===== src/rtl/rpsc_pkg.sv =====
// ----------------------------------------------------------------------------
// rpsc_pkg
// Shared widths, register indexes, reset values and control structures of
// the ramped position speed controller.
// ----------------------------------------------------------------------------
package rpsc_pkg;

	// Width of the encoder position and target counts.
	localparam int POS_BITS = 24;

	// Width of the slow band difference |err|*256 - deadband*mult, with sign.
	localparam int WQ_W   = ((POS_BITS + 8) > 32 ? (POS_BITS + 8) : 32) + 2;
	// Width of the truncated slow band value.
	localparam int WIDE_W = WQ_W - 8;

	localparam int SPEED_W   = 16;
	localparam int ELAPSED_W = 16;
	localparam int ACC_W     = 21;
	localparam int CFG_IDX_W = 3;
	localparam int CFG_DAT_W = 20;

	// Quotient bits produced by the slow band divider, one per cycle.
	localparam int DIV_STEPS = 16;
	localparam int DIV_CNT_W = $clog2(DIV_STEPS);

	typedef enum logic [CFG_IDX_W-1:0] {
		CFG_MIN_SPEED      = 3'd0,
		CFG_ACCEL_STEP     = 3'd1,
		CFG_DEADBAND       = 3'd2,
		CFG_MAX_UP_SPEED   = 3'd3,
		CFG_MAX_DOWN_SPEED = 3'd4,
		CFG_EVAL_PERIOD    = 3'd5,
		CFG_SLOW_BAND_MULT = 3'd6,
		CFG_SLOW_DIVISOR   = 3'd7
	} cfg_idx_t;

	localparam logic [14:0] RST_MIN_SPEED      = 15'd3277;
	localparam logic [14:0] RST_ACCEL_STEP     = 15'd655;
	localparam logic [15:0] RST_DEADBAND       = 16'd20;
	localparam logic [14:0] RST_MAX_UP_SPEED   = 15'd32767;
	localparam logic [14:0] RST_MAX_DOWN_SPEED = 15'd32767;
	localparam logic [19:0] RST_EVAL_PERIOD    = 20'd20000;
	localparam logic [15:0] RST_SLOW_BAND_MULT = 16'd768;
	localparam logic [15:0] RST_SLOW_DIVISOR   = 16'd512;

	// Smallest divisor that the slow band division uses (1.0 in Q8.8).
	localparam logic [15:0] DIV_FLOOR = 16'd256;

	typedef struct packed {
		logic [14:0] min_speed;
		logic [14:0] accel_step;
		logic [15:0] deadband_counts;
		logic [14:0] max_up_speed;
		logic [14:0] max_down_speed;
		logic [19:0] eval_period_us;
		logic [15:0] slow_band_mult;
		logic [15:0] slow_divisor;
	} cfg_t;

	// Commands from the sequencer to the datapath.
	typedef struct packed {
		logic load;
		logic mul;
		logic diff;
		logic trunc;
		logic eval;
		logic div_step;
		logic sign;
		logic commit;
	} cmd_t;

	// Status from the datapath to the sequencer.
	typedef struct packed {
		logic need_div;
	} sts_t;

endpackage


===== src/rtl/rpsc_intf.sv =====
// ----------------------------------------------------------------------------
// rpsc_intf
// Valid/ready channels for the position request and the speed result.
// ----------------------------------------------------------------------------
interface rpsc_in_if;
	logic                                  valid;
	logic                                  ready;
	logic signed [rpsc_pkg::POS_BITS-1:0]  position;
	logic signed [rpsc_pkg::POS_BITS-1:0]  target;
	logic        [rpsc_pkg::ELAPSED_W-1:0] elapsed_us;

	modport source (output valid, output position, output target, output elapsed_us,
		input ready);
	modport sink (input valid, input position, input target, input elapsed_us,
		output ready);
endinterface

interface rpsc_out_if;
	logic                                valid;
	logic                                ready;
	logic signed [rpsc_pkg::SPEED_W-1:0] speed_cmd;
	logic                                evaluated;

	modport source (output valid, output speed_cmd, output evaluated, input ready);
	modport sink (input valid, input speed_cmd, input evaluated, output ready);
endinterface


===== src/rtl/rpsc_cfg.sv =====
// ----------------------------------------------------------------------------
// rpsc_cfg
// Configuration register file with its reset values.
// ----------------------------------------------------------------------------
module rpsc_cfg (
	input  logic                           clk,
	input  logic                           arst_n,
	input  logic                           we,
	input  logic [rpsc_pkg::CFG_IDX_W-1:0] idx,
	input  logic [rpsc_pkg::CFG_DAT_W-1:0] wdata,
	output rpsc_pkg::cfg_t                 cfg
);

	rpsc_pkg::cfg_t cfg_q;

	always_ff @(posedge clk or negedge arst_n) begin
		if (!arst_n) begin
			cfg_q.min_speed       <= rpsc_pkg::RST_MIN_SPEED;
			cfg_q.accel_step      <= rpsc_pkg::RST_ACCEL_STEP;
			cfg_q.deadband_counts <= rpsc_pkg::RST_DEADBAND;
			cfg_q.max_up_speed    <= rpsc_pkg::RST_MAX_UP_SPEED;
			cfg_q.max_down_speed  <= rpsc_pkg::RST_MAX_DOWN_SPEED;
			cfg_q.eval_period_us  <= rpsc_pkg::RST_EVAL_PERIOD;
			cfg_q.slow_band_mult  <= rpsc_pkg::RST_SLOW_BAND_MULT;
			cfg_q.slow_divisor    <= rpsc_pkg::RST_SLOW_DIVISOR;
		end else if (we) begin
			unique case (rpsc_pkg::cfg_idx_t'(idx))
				rpsc_pkg::CFG_MIN_SPEED:      cfg_q.min_speed       <= wdata[14:0];
				rpsc_pkg::CFG_ACCEL_STEP:     cfg_q.accel_step      <= wdata[14:0];
				rpsc_pkg::CFG_DEADBAND:       cfg_q.deadband_counts <= wdata[15:0];
				rpsc_pkg::CFG_MAX_UP_SPEED:   cfg_q.max_up_speed    <= wdata[14:0];
				rpsc_pkg::CFG_MAX_DOWN_SPEED: cfg_q.max_down_speed  <= wdata[14:0];
				rpsc_pkg::CFG_EVAL_PERIOD:    cfg_q.eval_period_us  <= wdata[19:0];
				rpsc_pkg::CFG_SLOW_BAND_MULT: cfg_q.slow_band_mult  <= wdata[15:0];
				rpsc_pkg::CFG_SLOW_DIVISOR:   cfg_q.slow_divisor    <= wdata[15:0];
				default: ;
			endcase
		end
	end

	assign cfg = cfg_q;

endmodule


===== src/rtl/rpsc_dp.sv =====
// ----------------------------------------------------------------------------
// rpsc_dp
// Datapath: time accumulation, slow band arithmetic, speed update, the
// bit-serial slow band divider, limits and the result register.
// ----------------------------------------------------------------------------
module rpsc_dp (
	input  logic                                  clk,
	input  logic                                  arst_n,
	input  rpsc_pkg::cfg_t                        cfg,
	input  rpsc_pkg::cmd_t                        cmd,
	output rpsc_pkg::sts_t                        sts,
	input  logic signed [rpsc_pkg::POS_BITS-1:0]  position,
	input  logic signed [rpsc_pkg::POS_BITS-1:0]  target,
	input  logic        [rpsc_pkg::ELAPSED_W-1:0] elapsed_us,
	output logic signed [rpsc_pkg::SPEED_W-1:0]   speed_cmd,
	output logic                                  evaluated
);

	localparam int PB = rpsc_pkg::POS_BITS;
	localparam int WQ = rpsc_pkg::WQ_W;
	localparam int WW = rpsc_pkg::WIDE_W;

	// Architectural state.
	logic signed [15:0]                  speed_now_q;
	logic        [rpsc_pkg::ACC_W-1:0]   time_accum_q;

	// Working registers of the item in flight.
	logic signed [PB-1:0]                pos_q;
	logic signed [PB-1:0]                tgt_q;
	logic signed [PB:0]                  err_q;
	logic        [PB:0]                  aerr_q;
	logic        [rpsc_pkg::ACC_W-1:0]   acc_q;
	logic                                eval_q;
	logic        [31:0]                  prod_q;
	logic signed [WQ-1:0]                wq_q;
	logic signed [WW-1:0]                wide_q;
	logic signed [15:0]                  sp_q;
	logic        [15:0]                  rem_q;
	logic        [15:0]                  quo_q;
	logic                                neg_q;
	logic signed [15:0]                  speed_cmd_q;
	logic                                evaluated_q;

	logic        [rpsc_pkg::ACC_W-1:0]   acc_c;
	logic signed [PB:0]                  err_c;
	logic        [WQ-1:0]                wq_adj;
	logic        [15:0]                  abs_sp;
	logic                                in_band;
	logic                                wide_neg;
	logic                                err_pos;
	logic signed [16:0]                  ramp_sum;
	logic signed [15:0]                  ramp_sat;
	logic        [15:0]                  div_d;
	logic        [16:0]                  div_t;
	logic                                div_ge;
	logic        [16:0]                  div_diff;
	logic signed [16:0]                  forced_x;
	logic signed [15:0]                  forced;
	logic                                descend;
	logic signed [15:0]                  sp_f;
	logic signed [16:0]                  sp_x;
	logic        [16:0]                  sp_abs;
	logic signed [15:0]                  lim;

	assign acc_c = time_accum_q + rpsc_pkg::ACC_W'(elapsed_us);
	assign err_c = {target[PB-1], target} - {position[PB-1], position};

	// Truncation toward zero: a negative value is biased before the shift.
	assign wq_adj = wq_q + (wq_q[WQ-1] ? WQ'(255) : WQ'(0));

	assign abs_sp   = speed_now_q[15] ? 16'(-speed_now_q) : 16'(speed_now_q);
	assign in_band  = (PB+17)'(aerr_q) <= (PB+17)'(cfg.deadband_counts);
	assign wide_neg = wide_q[WW-1];
	assign err_pos  = !err_q[PB] && (err_q != '0);

	assign ramp_sum = {speed_now_q[15], speed_now_q}
		+ (err_pos ? $signed({2'b00, cfg.accel_step}) : -$signed({2'b00, cfg.accel_step}));
	always_comb begin
		if (ramp_sum > 17'sd32767)
			ramp_sat = 16'sh7fff;
		else if (ramp_sum < -17'sd32768)
			ramp_sat = 16'sh8000;
		else
			ramp_sat = ramp_sum[15:0];
	end

	assign sts.need_div = eval_q && !in_band && wide_neg;

	// Restoring division step; the remainder always stays below the divisor.
	assign div_d    = (cfg.slow_divisor < rpsc_pkg::DIV_FLOOR) ? rpsc_pkg::DIV_FLOOR
		: cfg.slow_divisor;
	assign div_t    = {rem_q, quo_q[15]};
	assign div_ge   = div_t >= {1'b0, div_d};
	assign div_diff = div_t - {1'b0, div_d};

	// Forced descent towards a zero target, and the output limits.
	assign forced_x = -$signed({1'b0, cfg.min_speed, 1'b0});
	assign forced   = cfg.min_speed[14] ? 16'sh8000 : forced_x[15:0];
	assign descend  = (tgt_q == '0)
		&& ($signed({{(WW-PB){pos_q[PB-1]}}, pos_q}) < wide_q);
	assign sp_f     = descend ? forced : sp_q;
	assign sp_x     = {sp_f[15], sp_f};
	assign sp_abs   = sp_x[16] ? 17'(-sp_x) : 17'(sp_x);

	always_comb begin
		if (sp_x > $signed({2'b00, cfg.max_up_speed}))
			lim = $signed({1'b0, cfg.max_up_speed});
		else if (sp_x < -$signed({2'b00, cfg.max_down_speed}))
			lim = -$signed({1'b0, cfg.max_down_speed});
		else if (sp_abs < {2'b00, cfg.min_speed})
			lim = '0;
		else
			lim = sp_f;
	end

	always_ff @(posedge clk or negedge arst_n) begin
		if (!arst_n) begin
			speed_now_q  <= '0;
			time_accum_q <= '0;
		end else if (cmd.commit) begin
			speed_now_q  <= lim;
			time_accum_q <= eval_q ? '0 : acc_q;
		end
	end

	always_ff @(posedge clk) begin
		if (cmd.load) begin
			pos_q  <= position;
			tgt_q  <= target;
			err_q  <= err_c;
			acc_q  <= acc_c;
			eval_q <= acc_c >= rpsc_pkg::ACC_W'(cfg.eval_period_us);
		end
		if (cmd.mul) begin
			prod_q <= cfg.deadband_counts * cfg.slow_band_mult;
			aerr_q <= err_q[PB] ? (PB+1)'(-err_q) : (PB+1)'(err_q);
		end
		if (cmd.diff)
			wq_q <= $signed({(WQ-8)'(aerr_q), 8'h00}) - $signed(WQ'(prod_q));
		if (cmd.trunc)
			wide_q <= $signed(wq_adj[WQ-1:8]);
		if (cmd.eval) begin
			if (!eval_q)
				sp_q <= speed_now_q;
			else if (in_band)
				sp_q <= '0;
			else if (wide_neg) begin
				rem_q <= {8'h00, abs_sp[15:8]};
				quo_q <= {abs_sp[7:0], 8'h00};
				neg_q <= speed_now_q[15];
			end else if (abs_sp < {1'b0, cfg.min_speed})
				sp_q <= err_pos ? $signed({1'b0, cfg.min_speed})
					: -$signed({1'b0, cfg.min_speed});
			else
				sp_q <= ramp_sat;
		end
		if (cmd.div_step) begin
			rem_q <= div_ge ? div_diff[15:0] : div_t[15:0];
			quo_q <= {quo_q[14:0], div_ge};
		end
		if (cmd.sign)
			sp_q <= neg_q ? $signed(-quo_q) : $signed(quo_q);
		if (cmd.commit) begin
			speed_cmd_q <= lim;
			evaluated_q <= eval_q;
		end
	end

	assign speed_cmd = speed_cmd_q;
	assign evaluated = evaluated_q;

endmodule


===== src/rtl/rpsc_ctrl.sv =====
// ----------------------------------------------------------------------------
// rpsc_ctrl
// Sequencer: steps one request through the datapath and owns the
// handshakes of both channels.
// ----------------------------------------------------------------------------
module rpsc_ctrl (
	input  logic           clk,
	input  logic           arst_n,
	input  logic           in_valid,
	output logic           in_ready,
	output logic           out_valid,
	input  logic           out_ready,
	input  rpsc_pkg::sts_t sts,
	output rpsc_pkg::cmd_t cmd
);

	typedef enum logic [7:0] {
		S_IDLE  = 8'b0000_0001,
		S_MUL   = 8'b0000_0010,
		S_DIFF  = 8'b0000_0100,
		S_TRUNC = 8'b0000_1000,
		S_EVAL  = 8'b0001_0000,
		S_DIV   = 8'b0010_0000,
		S_SIGN  = 8'b0100_0000,
		S_LIM   = 8'b1000_0000
	} state_t;

	state_t                         state_q;
	state_t                         state_d;
	logic [rpsc_pkg::DIV_CNT_W-1:0] cnt_q;
	logic                           out_valid_q;
	logic                           commit;
	logic                           last_step;

	// The result register is refilled as soon as it is empty or being taken.
	assign commit    = (state_q == S_LIM) && (!out_valid_q || out_ready);
	assign last_step = cnt_q == rpsc_pkg::DIV_CNT_W'(rpsc_pkg::DIV_STEPS - 1);

	always_comb begin
		state_d = state_q;
		unique case (state_q)
			S_IDLE:  if (in_valid) state_d = S_MUL;
			S_MUL:   state_d = S_DIFF;
			S_DIFF:  state_d = S_TRUNC;
			S_TRUNC: state_d = S_EVAL;
			S_EVAL:  state_d = sts.need_div ? S_DIV : S_LIM;
			S_DIV:   if (last_step) state_d = S_SIGN;
			S_SIGN:  state_d = S_LIM;
			S_LIM:   if (commit) state_d = S_IDLE;
			default: state_d = S_IDLE;
		endcase
	end

	always_ff @(posedge clk or negedge arst_n) begin
		if (!arst_n) begin
			state_q     <= S_IDLE;
			cnt_q       <= '0;
			out_valid_q <= 1'b0;
		end else begin
			state_q <= state_d;
			if (state_q == S_EVAL)
				cnt_q <= '0;
			else if (state_q == S_DIV)
				cnt_q <= cnt_q + 1'b1;
			if (commit)
				out_valid_q <= 1'b1;
			else if (out_ready)
				out_valid_q <= 1'b0;
		end
	end

	assign in_ready     = state_q == S_IDLE;
	assign out_valid    = out_valid_q;

	assign cmd.load     = (state_q == S_IDLE) && in_valid;
	assign cmd.mul      = state_q == S_MUL;
	assign cmd.diff     = state_q == S_DIFF;
	assign cmd.trunc    = state_q == S_TRUNC;
	assign cmd.eval     = state_q == S_EVAL;
	assign cmd.div_step = state_q == S_DIV;
	assign cmd.sign     = state_q == S_SIGN;
	assign cmd.commit   = commit;

endmodule


===== src/rtl/ramped_position_speed_controller.sv =====
// ----------------------------------------------------------------------------
// ramped_position_speed_controller
// The request passes the multiply, difference, truncate, evaluate and limit
// states; the slow band division adds the divide states, one quotient bit per
// cycle in the datapath divider, and a sign state. The limit state waits while
// the output register is full and not being taken; the next request is taken
// while a finished result waits in the output register.
// Reset clears the current speed, the time accumulator and the sequencer and
// loads the configuration registers with their defaults.
// ----------------------------------------------------------------------------
module ramped_position_speed_controller (
	input  logic                           clk,
	input  logic                           arst_n,
	rpsc_in_if.sink                        item,
	rpsc_out_if.source                     result,
	input  logic                           cfg_we,
	input  logic [rpsc_pkg::CFG_IDX_W-1:0] cfg_idx,
	input  logic [rpsc_pkg::CFG_DAT_W-1:0] cfg_wdata
);

	rpsc_pkg::cfg_t cfg;
	rpsc_pkg::cmd_t cmd;
	rpsc_pkg::sts_t sts;

	rpsc_cfg u_cfg (
		.clk    (clk),
		.arst_n (arst_n),
		.we     (cfg_we),
		.idx    (cfg_idx),
		.wdata  (cfg_wdata),
		.cfg    (cfg)
	);

	rpsc_ctrl u_ctrl (
		.clk       (clk),
		.arst_n    (arst_n),
		.in_valid  (item.valid),
		.in_ready  (item.ready),
		.out_valid (result.valid),
		.out_ready (result.ready),
		.sts       (sts),
		.cmd       (cmd)
	);

	rpsc_dp u_dp (
		.clk        (clk),
		.arst_n     (arst_n),
		.cfg        (cfg),
		.cmd        (cmd),
		.sts        (sts),
		.position   (item.position),
		.target     (item.target),
		.elapsed_us (item.elapsed_us),
		.speed_cmd  (result.speed_cmd),
		.evaluated  (result.evaluated)
	);

endmodule


===== src/flat_wrapper.sv =====
// flat-port wrapper written by rule: the top's interface ports become plain ports
module ramped_position_speed_controller_flat 
  (clk, arst_n, cfg_we, cfg_idx, cfg_wdata, item_valid, item_position, item_target, item_elapsed_us, item_ready, result_valid, result_speed_cmd, result_evaluated, result_ready);
  rpsc_in_if item_i ();
  rpsc_out_if result_i ();
  input  logic clk;
  input  logic arst_n;
  input  logic cfg_we;
  input  logic [rpsc_pkg::CFG_IDX_W-1:0] cfg_idx;
  input  logic [rpsc_pkg::CFG_DAT_W-1:0] cfg_wdata;
  input wire logic [$bits(item_i.valid)-1:0] item_valid;
  input wire logic [$bits(item_i.position)-1:0] item_position;
  input wire logic [$bits(item_i.target)-1:0] item_target;
  input wire logic [$bits(item_i.elapsed_us)-1:0] item_elapsed_us;
  output wire logic [$bits(item_i.ready)-1:0] item_ready;
  output wire logic [$bits(result_i.valid)-1:0] result_valid;
  output wire logic [$bits(result_i.speed_cmd)-1:0] result_speed_cmd;
  output wire logic [$bits(result_i.evaluated)-1:0] result_evaluated;
  input wire logic [$bits(result_i.ready)-1:0] result_ready;
  assign item_i.valid = item_valid;
  assign item_i.position = item_position;
  assign item_i.target = item_target;
  assign item_i.elapsed_us = item_elapsed_us;
  assign item_ready = item_i.ready;
  assign result_valid = result_i.valid;
  assign result_speed_cmd = result_i.speed_cmd;
  assign result_evaluated = result_i.evaluated;
  assign result_i.ready = result_ready;
  ramped_position_speed_controller u_core (.clk(clk), .arst_n(arst_n), .item(item_i), .result(result_i), .cfg_we(cfg_we), .cfg_idx(cfg_idx), .cfg_wdata(cfg_wdata));
endmodule

===== config.mk =====
export PLATFORM = sky130hd
export DESIGN_NAME = ramped_position_speed_controller_flat
export DESIGN_NICKNAME = d
export VERILOG_FILES = /design/src/rtl/rpsc_pkg.sv /design/src/rtl/rpsc_intf.sv /design/src/rtl/rpsc_cfg.sv /design/src/rtl/rpsc_dp.sv /design/src/rtl/rpsc_ctrl.sv /design/src/rtl/ramped_position_speed_controller.sv /design/src/flat_wrapper.sv
export SDC_FILE = /design/constraint.sdc
export NUM_CORES = 2
export LEC_CHECK = 0
export ABC_CLOCK_PERIOD_IN_PS = 11370
export BUFFER_PORTS_ARGS = -buffer_cell sky130_fd_sc_hd__buf_4
export CORE_UTILIZATION = 60
export CTS_CLUSTER_DIAMETER = 30
export DETAILED_ROUTE_END_ITERATION = 12
export PLACE_DENSITY = 0.79
export SYNTH_ARGS = -nofsm -noshare
export SYNTH_HDL_FRONTEND = slang
export SYNTH_SLANG_ARGS = --single-unit

===== constraint.sdc =====
create_clock -name clk -period 11.37 [get_ports clk]
set_input_delay 2.274 -clock clk [delete_from_list [all_inputs] [get_ports clk]]
set_output_delay 2.274 -clock clk [all_outputs]
set_load 0.005 [all_outputs]

* Yosys cells after proc, flatten, opt, wreduce, memory -nomap -nowiden
Index checks and enable logic that the tools add are counted.
** Operators by class
- Add/subtract/negate cells :: 16
- Multipliers :: 1
- $lt $le $gt $ge :: 11
- Eq/ne operators :: 21
- Multiplexer cells :: 42
- Bitwise logic cells :: 1
- Reductions and logical operators :: 30
** Operator list (count)
- two-way mux 16 bit :: 28
- one-hot mux 8 bit (8 select lines) :: 1
- negation 16 bit :: 3
- two-way mux 8 bit :: 5
- adder 34 x 9 -> 34 bit :: 1
- two-way mux 17 bit :: 2
- negation 15 -> 17 bit :: 2
- subtractor 33 x 32 -> 34 bit :: 1
- multiplier 16 x 16 -> 32 bit :: 1
- negation 15 -> 16 bit :: 2
- < comparator 24 x 26 -> 1 bit :: 1
- <= comparator 25 x 16 -> 1 bit :: 1
- negation 25 bit :: 1
- nonzero test 25 bit :: 1
- subtractor 24 x 24 -> 25 bit :: 1
- logical NOT 24 bit :: 1
- two-way mux 24 bit :: 1
- adder 21 x 16 -> 21 bit :: 1
- >= comparator 21 x 20 -> 1 bit :: 1
- two-way mux 21 bit :: 1
- AND reduction 2 bit :: 9
- adder 17 bit :: 1
- >= comparator 17 x 16 -> 1 bit :: 1
- greater-than comparator 17 x 16 -> 1 bit (second input constant) :: 1
- other kinds (34) :: 54
** Storage, ports and cells
- Flip-flop bits (word level) :: 456
- Bits of input ports :: 92
- Output and inout bits :: 19
- Logic and storage cells :: 151

* Logic depth before layout (Yosys ltp)
- Depth after elaboration :: 13
- Depth in mapped cells :: 28
- Gate-level depth less buffers :: 26

* Modules after synthesis
A second synthesis with hierarchy kept.
** Second synthesis, totals
- Cells, all modules :: 3540
- Area, all modules :: 36535.0 µm²
** Modules (own cells, without submodules)
- rpsc_dp :: times used 1, cells an instance 3179, area each 30713.2 µm², seq. area each 9273.9 µm²
- rpsc_cfg :: times used 1, cells an instance 280, area each 5008.6 µm², seq. area each 3269.4 µm²
- rpsc_ctrl :: times used 1, cells an instance 81, area each 813.3 µm², seq. area each 326.6 µm²

* Worst setup path before layout
OpenSTA, ideal clock, no wires.
- Kind :: flip-flop to flip-flop
- Start :: reg u_core.u_cfg.cfg_q (netlist bit u_core.u_cfg.cfg[86])
- End :: reg u_core.u_dp.prod_q[30], data pin
- Setup time :: 258 ps
- Arrival :: 6120 ps
- Setup slack :: 4992 ps
- Cell stages (with the launch flop) :: 26
- Path buffers :: 1
- Clock period less this slack :: 6378 ps
- Path through :: dfstp_2 clkbuf_1 nand2_1 fa_1 inv_1 fa_1 ha_1 inv_1 fa_1 inv_1 fa_1 inv_1 fa_1 inv_1 ha_1 a21o_1 a21oi_1 o31ai_1 o311a_1 a21oi_1 o311ai_0 a21o_1 a21o_1 a211o_1 a21oi_1 xnor2_1
** Between the ends
- Word-level cells in the longest chain between the ends :: 1
** RTL lines
- from (decl) :: RTL line rpsc_cfg.sv:14 : rpsc_pkg::cfg_t cfg_q;
- multiplier 16 x 16 -> 32 bit :: RTL line rpsc_dp.sv:135 : prod_q <= cfg.deadband_counts * cfg.slow_band_mult;
- to (signal assigned) :: RTL line rpsc_dp.sv:135
- to (decl) :: RTL line rpsc_dp.sv:34 : logic [31:0] prod_q;
No other way between the ends.
A chain may end at the register's enable or synchronous reset.

* Final worst setup path
- Start :: reg u_core.u_cfg.cfg_q (netlist bit u_core.u_cfg.cfg[87])
- End :: reg u_core.u_dp.prod_q[28], data pin
Same word-level chain as after synthesis.

==> out/metrics.csv <==
metric;value;unit
status;complete, no violations;
minimum clock period;7.040;ns
Clk pin slew, worst setup/hold paths;0.05;ns
most frequent cell after synthesis;inv_1;
Core Footprint;58910;um^2
drt pass-1 iters;7;
Final Cell Area;40720;um^2
Vias;27460;
Worst path slowest cell;dfrtp_1;
HPWL Detailed;68110;um
antenna cells;0;
Max Cap Viol;0;
drt initial violations;2702;
Area Overhead vs Synth;13.98;%
Clock Tree Root;clkbuf_16;
die area;60520;um^2
Worst Path Arrival;7.42;ns
CTS Buf Count;97;
Slew Limit Fails;0;
post-detailed-routing wire length;93360;um
ys flop type;edfxtp_1;
first-pass GRT wire length;148900;um
area occupied by registers;12870;um^2
largest net degree at the start of global routing;74;
list of most frequent post-synthesis cells;inv_1, nand2_1, ha_1;
Core Util, Final;0.6912;
Layout Skew;0.02784;ns
TritonCTS clock tree;yes;
htree depth;3;
Post-CTS Resized;0;
Via density;6.021;
number of synthesized flops with an enable pin;278;
#FFs+latches synth;456;
Netlist cell types;90;
cell type with the largest total area after synthesis;edfxtp_1;
Rows;89;
Multi-input gate area;20840;um^2
Max Clk Rate;142.1;MHz
Post-Syn Nets;4194;
top post-synthesis cells by area;edfxtp_1, ha_1, fa_1;
final antenna-violating net count;0;
I/O Buffers;110;
final setup vio count;0;
Residual DRC;0;
Slew HR;0.1653;
fraction of registers with async set/reset;0.3904;
Worst Hold Class;reg2reg;
syn avg cell area;10.00;um^2
vias in the first global route;27460;
Clock Latency Late Sink;0.65;ns
gpl congestion;0.9778;
crit path max fanout;17;
final setup TNS;0;ns
placed cell area;37340;um^2
max incr delay on CP;0.72;ns
Setup Buffers After CTS;0;
synthesized area;35720;um^2
Layout Nets;4326;
Setup CP Type;reg2reg;
FILL cells;4180;
initial antenna violation count;1;
WP data required;11.75;ns
# IOs;111;
CP endpoint kind;flop;
RSZ-0062 raised after global routing;false;
GR Overflow Total;0;
initial core utilization;0.6064;
Final Hold Violating Endpoints;0;
CTS sink count;456;
x dimension of the die;246;um
Ys Warns;0;
Synth top area share;0.2337;
Startpoint Class;flop;
DR WL/cell;20.47;um
sequential-to-total area share from yosys stat;0.3603;
# hold bufs at CTS;0;
clock buffer depth;3;
Die Ht;246;um
Worst Tran Pin Value;1.247;ns
fin crit share;0.6191;
GRT Util Overall;0.3156;
crit path cell chain;nand2_1, fa_1, inv_1, fa_1, inv_1, fa_1, fa_1, fa_1, inv_1, fa_1, ha_1, nand2_1, o31ai_1, o311a_1, a21oi_1, o311ai_0, a21o_1, a21o_1, a41o_1, a21oi_1, xnor2_1;
Most Frequent Cell on Critical Path;fa_1;
cells after synthesis;3571;
layout cells sized above 1;0.1412;
flip-flops by register name, summed over array words and instances (netlist names):
signal,count
u_core.u_cfg.cfg,128
u_core.u_dp.pos_q,24
u_core.u_ctrl.cnt_q,4
u_core.u_dp.aerr_q,25
u_core.u_dp.tgt_q,24
u_core.u_ctrl.state_q,8
u_core.u_ctrl.out_valid,1
u_core.u_dp.acc_q,21
u_core.u_dp.time_accum_q,21
u_core.u_dp.evaluated,1
u_core.u_dp.err_q,25
u_core.u_dp.wide_q,26
u_core.u_dp.quo_q,16
u_core.u_dp.neg_q,1
u_core.u_dp.prod_q,32
u_core.u_dp.rem_q,16
u_core.u_dp.eval_q,1
u_core.u_dp.wq_q,34
u_core.u_dp.speed_cmd,16
u_core.u_dp.speed_now_q,16
u_core.u_dp.sp_q,16
cells by family after synthesis:
kind of cell / synth area share
and+or+nand+nor: 0.1427
AOI/OAI and AO/OA: 0.1075
buffers and inverters: 0.05783
adders and majority gates: 0.2276
DFF: 0.3603
xor gates and xnor gates: 0.06179
muxes: 0.04231
layer usage:
layer / track usage / wire, um / vias to the layer above
li1: - / - / 12560
met5: 0 / 0 / -
met1: 0.4329 / 38540 / 13410
met2: 0.4890 / 42940 / 1239
met4: 0.1458 / 4113 / 0
met3: 0.05403 / 7772 / 248
stage by stage:
| step | instances | hold slack (ns) | setup WS [ns] |
|---|---|---|---|
| after floorplan | 3571 | 0.4264 | 4.992 |
| after global placement | 4377 | 0.4693 | 4.516 |
| after detailed placement | 4377 | 0.4772 | 4.391 |
| after CTS | 4561 | 0.4881 | 4.357 |
| after global routing | 4561 | 0.5017 | 3.896 |
| final | 4561 | 0.4846 | 4.330 |
worst max-delay path: cells and delay by family (launching register included):
kind | cells | cell delay, ns
simple gates | 2 | 0.26
compound gates | 8 | 2.01
buf+inv | 3 | 0.17
fa+ha+maj | 7 | 3.48
xor+xnor | 1 | 0.13
flops | 1 | 0.72
layout by cell type (no fill, tap or decap), types with 33 or more instances in the layout:
cell	Yosys	routed
dfrtp_1	124	124
dfstp_2	54	54
nand2b_1	33	33
clkbuf_16	0	98
inv_1	443	443
ha_1	333	333
nor3_1	62	60
nor2_1	165	165
and2_1	131	130
a21o_1	54	54
buf_4	0	131
xor2_1	73	73
mux2_2	122	122
o21ai_0	175	174
o31ai_1	34	34
nand3_1	65	65
a21oi_1	156	156
edfxtp_1	278	278
xnor2_1	179	179
fa_1	198	198
nand2_1	407	407
worst paths after layout:
| path | depth (start not counted) | end | slack [ns] | start |
|---|---|---|---|---|
| worst max-delay path | 21 | u_core.u_dp.prod_q[28]$_DFFE_PN_ | 4.33 | u_core.u_cfg.cfg[87]$_DFFE_PN0P_ |
| worst min-delay path | 2 | u_core.u_dp.time_accum_q[15]$_DFFE_PN0P_ | 0.48 | u_core.u_dp.time_accum_q[15]$_DFFE_PN0P_ |
| worst max register to register | 21 | u_core.u_dp.prod_q[28]$_DFFE_PN_ | 4.33 | u_core.u_cfg.cfg[87]$_DFFE_PN0P_ |
| worst min register to register | 2 | u_core.u_dp.time_accum_q[15]$_DFFE_PN0P_ | 0.48 | u_core.u_dp.time_accum_q[15]$_DFFE_PN0P_ |
| max in group asynchronous | 3 | u_core.u_cfg.cfg[91]$_DFFE_PN0P_ | 7.71 | arst_n |
| min in group asynchronous | 1 | u_core.u_dp.speed_now_q[1]$_DFFE_PN0P_ | 1.64 | arst_n |
cell type report:
cell class                      count  share of cell area
Clock inverter                     74             0.01951
Timing Repair Buffer              132             0.02443
Inverter                          445             0.04103
Tap cell                          773             0.02375
Clock buffer                      110             0.06330
Multi-Input combinational cell   2571              0.5119
Sequential cell                   456              0.3161
Power is left out: the tool's default activity adds up to more than one toggle a clock period on the data nets, which glitch-free logic cannot reach.
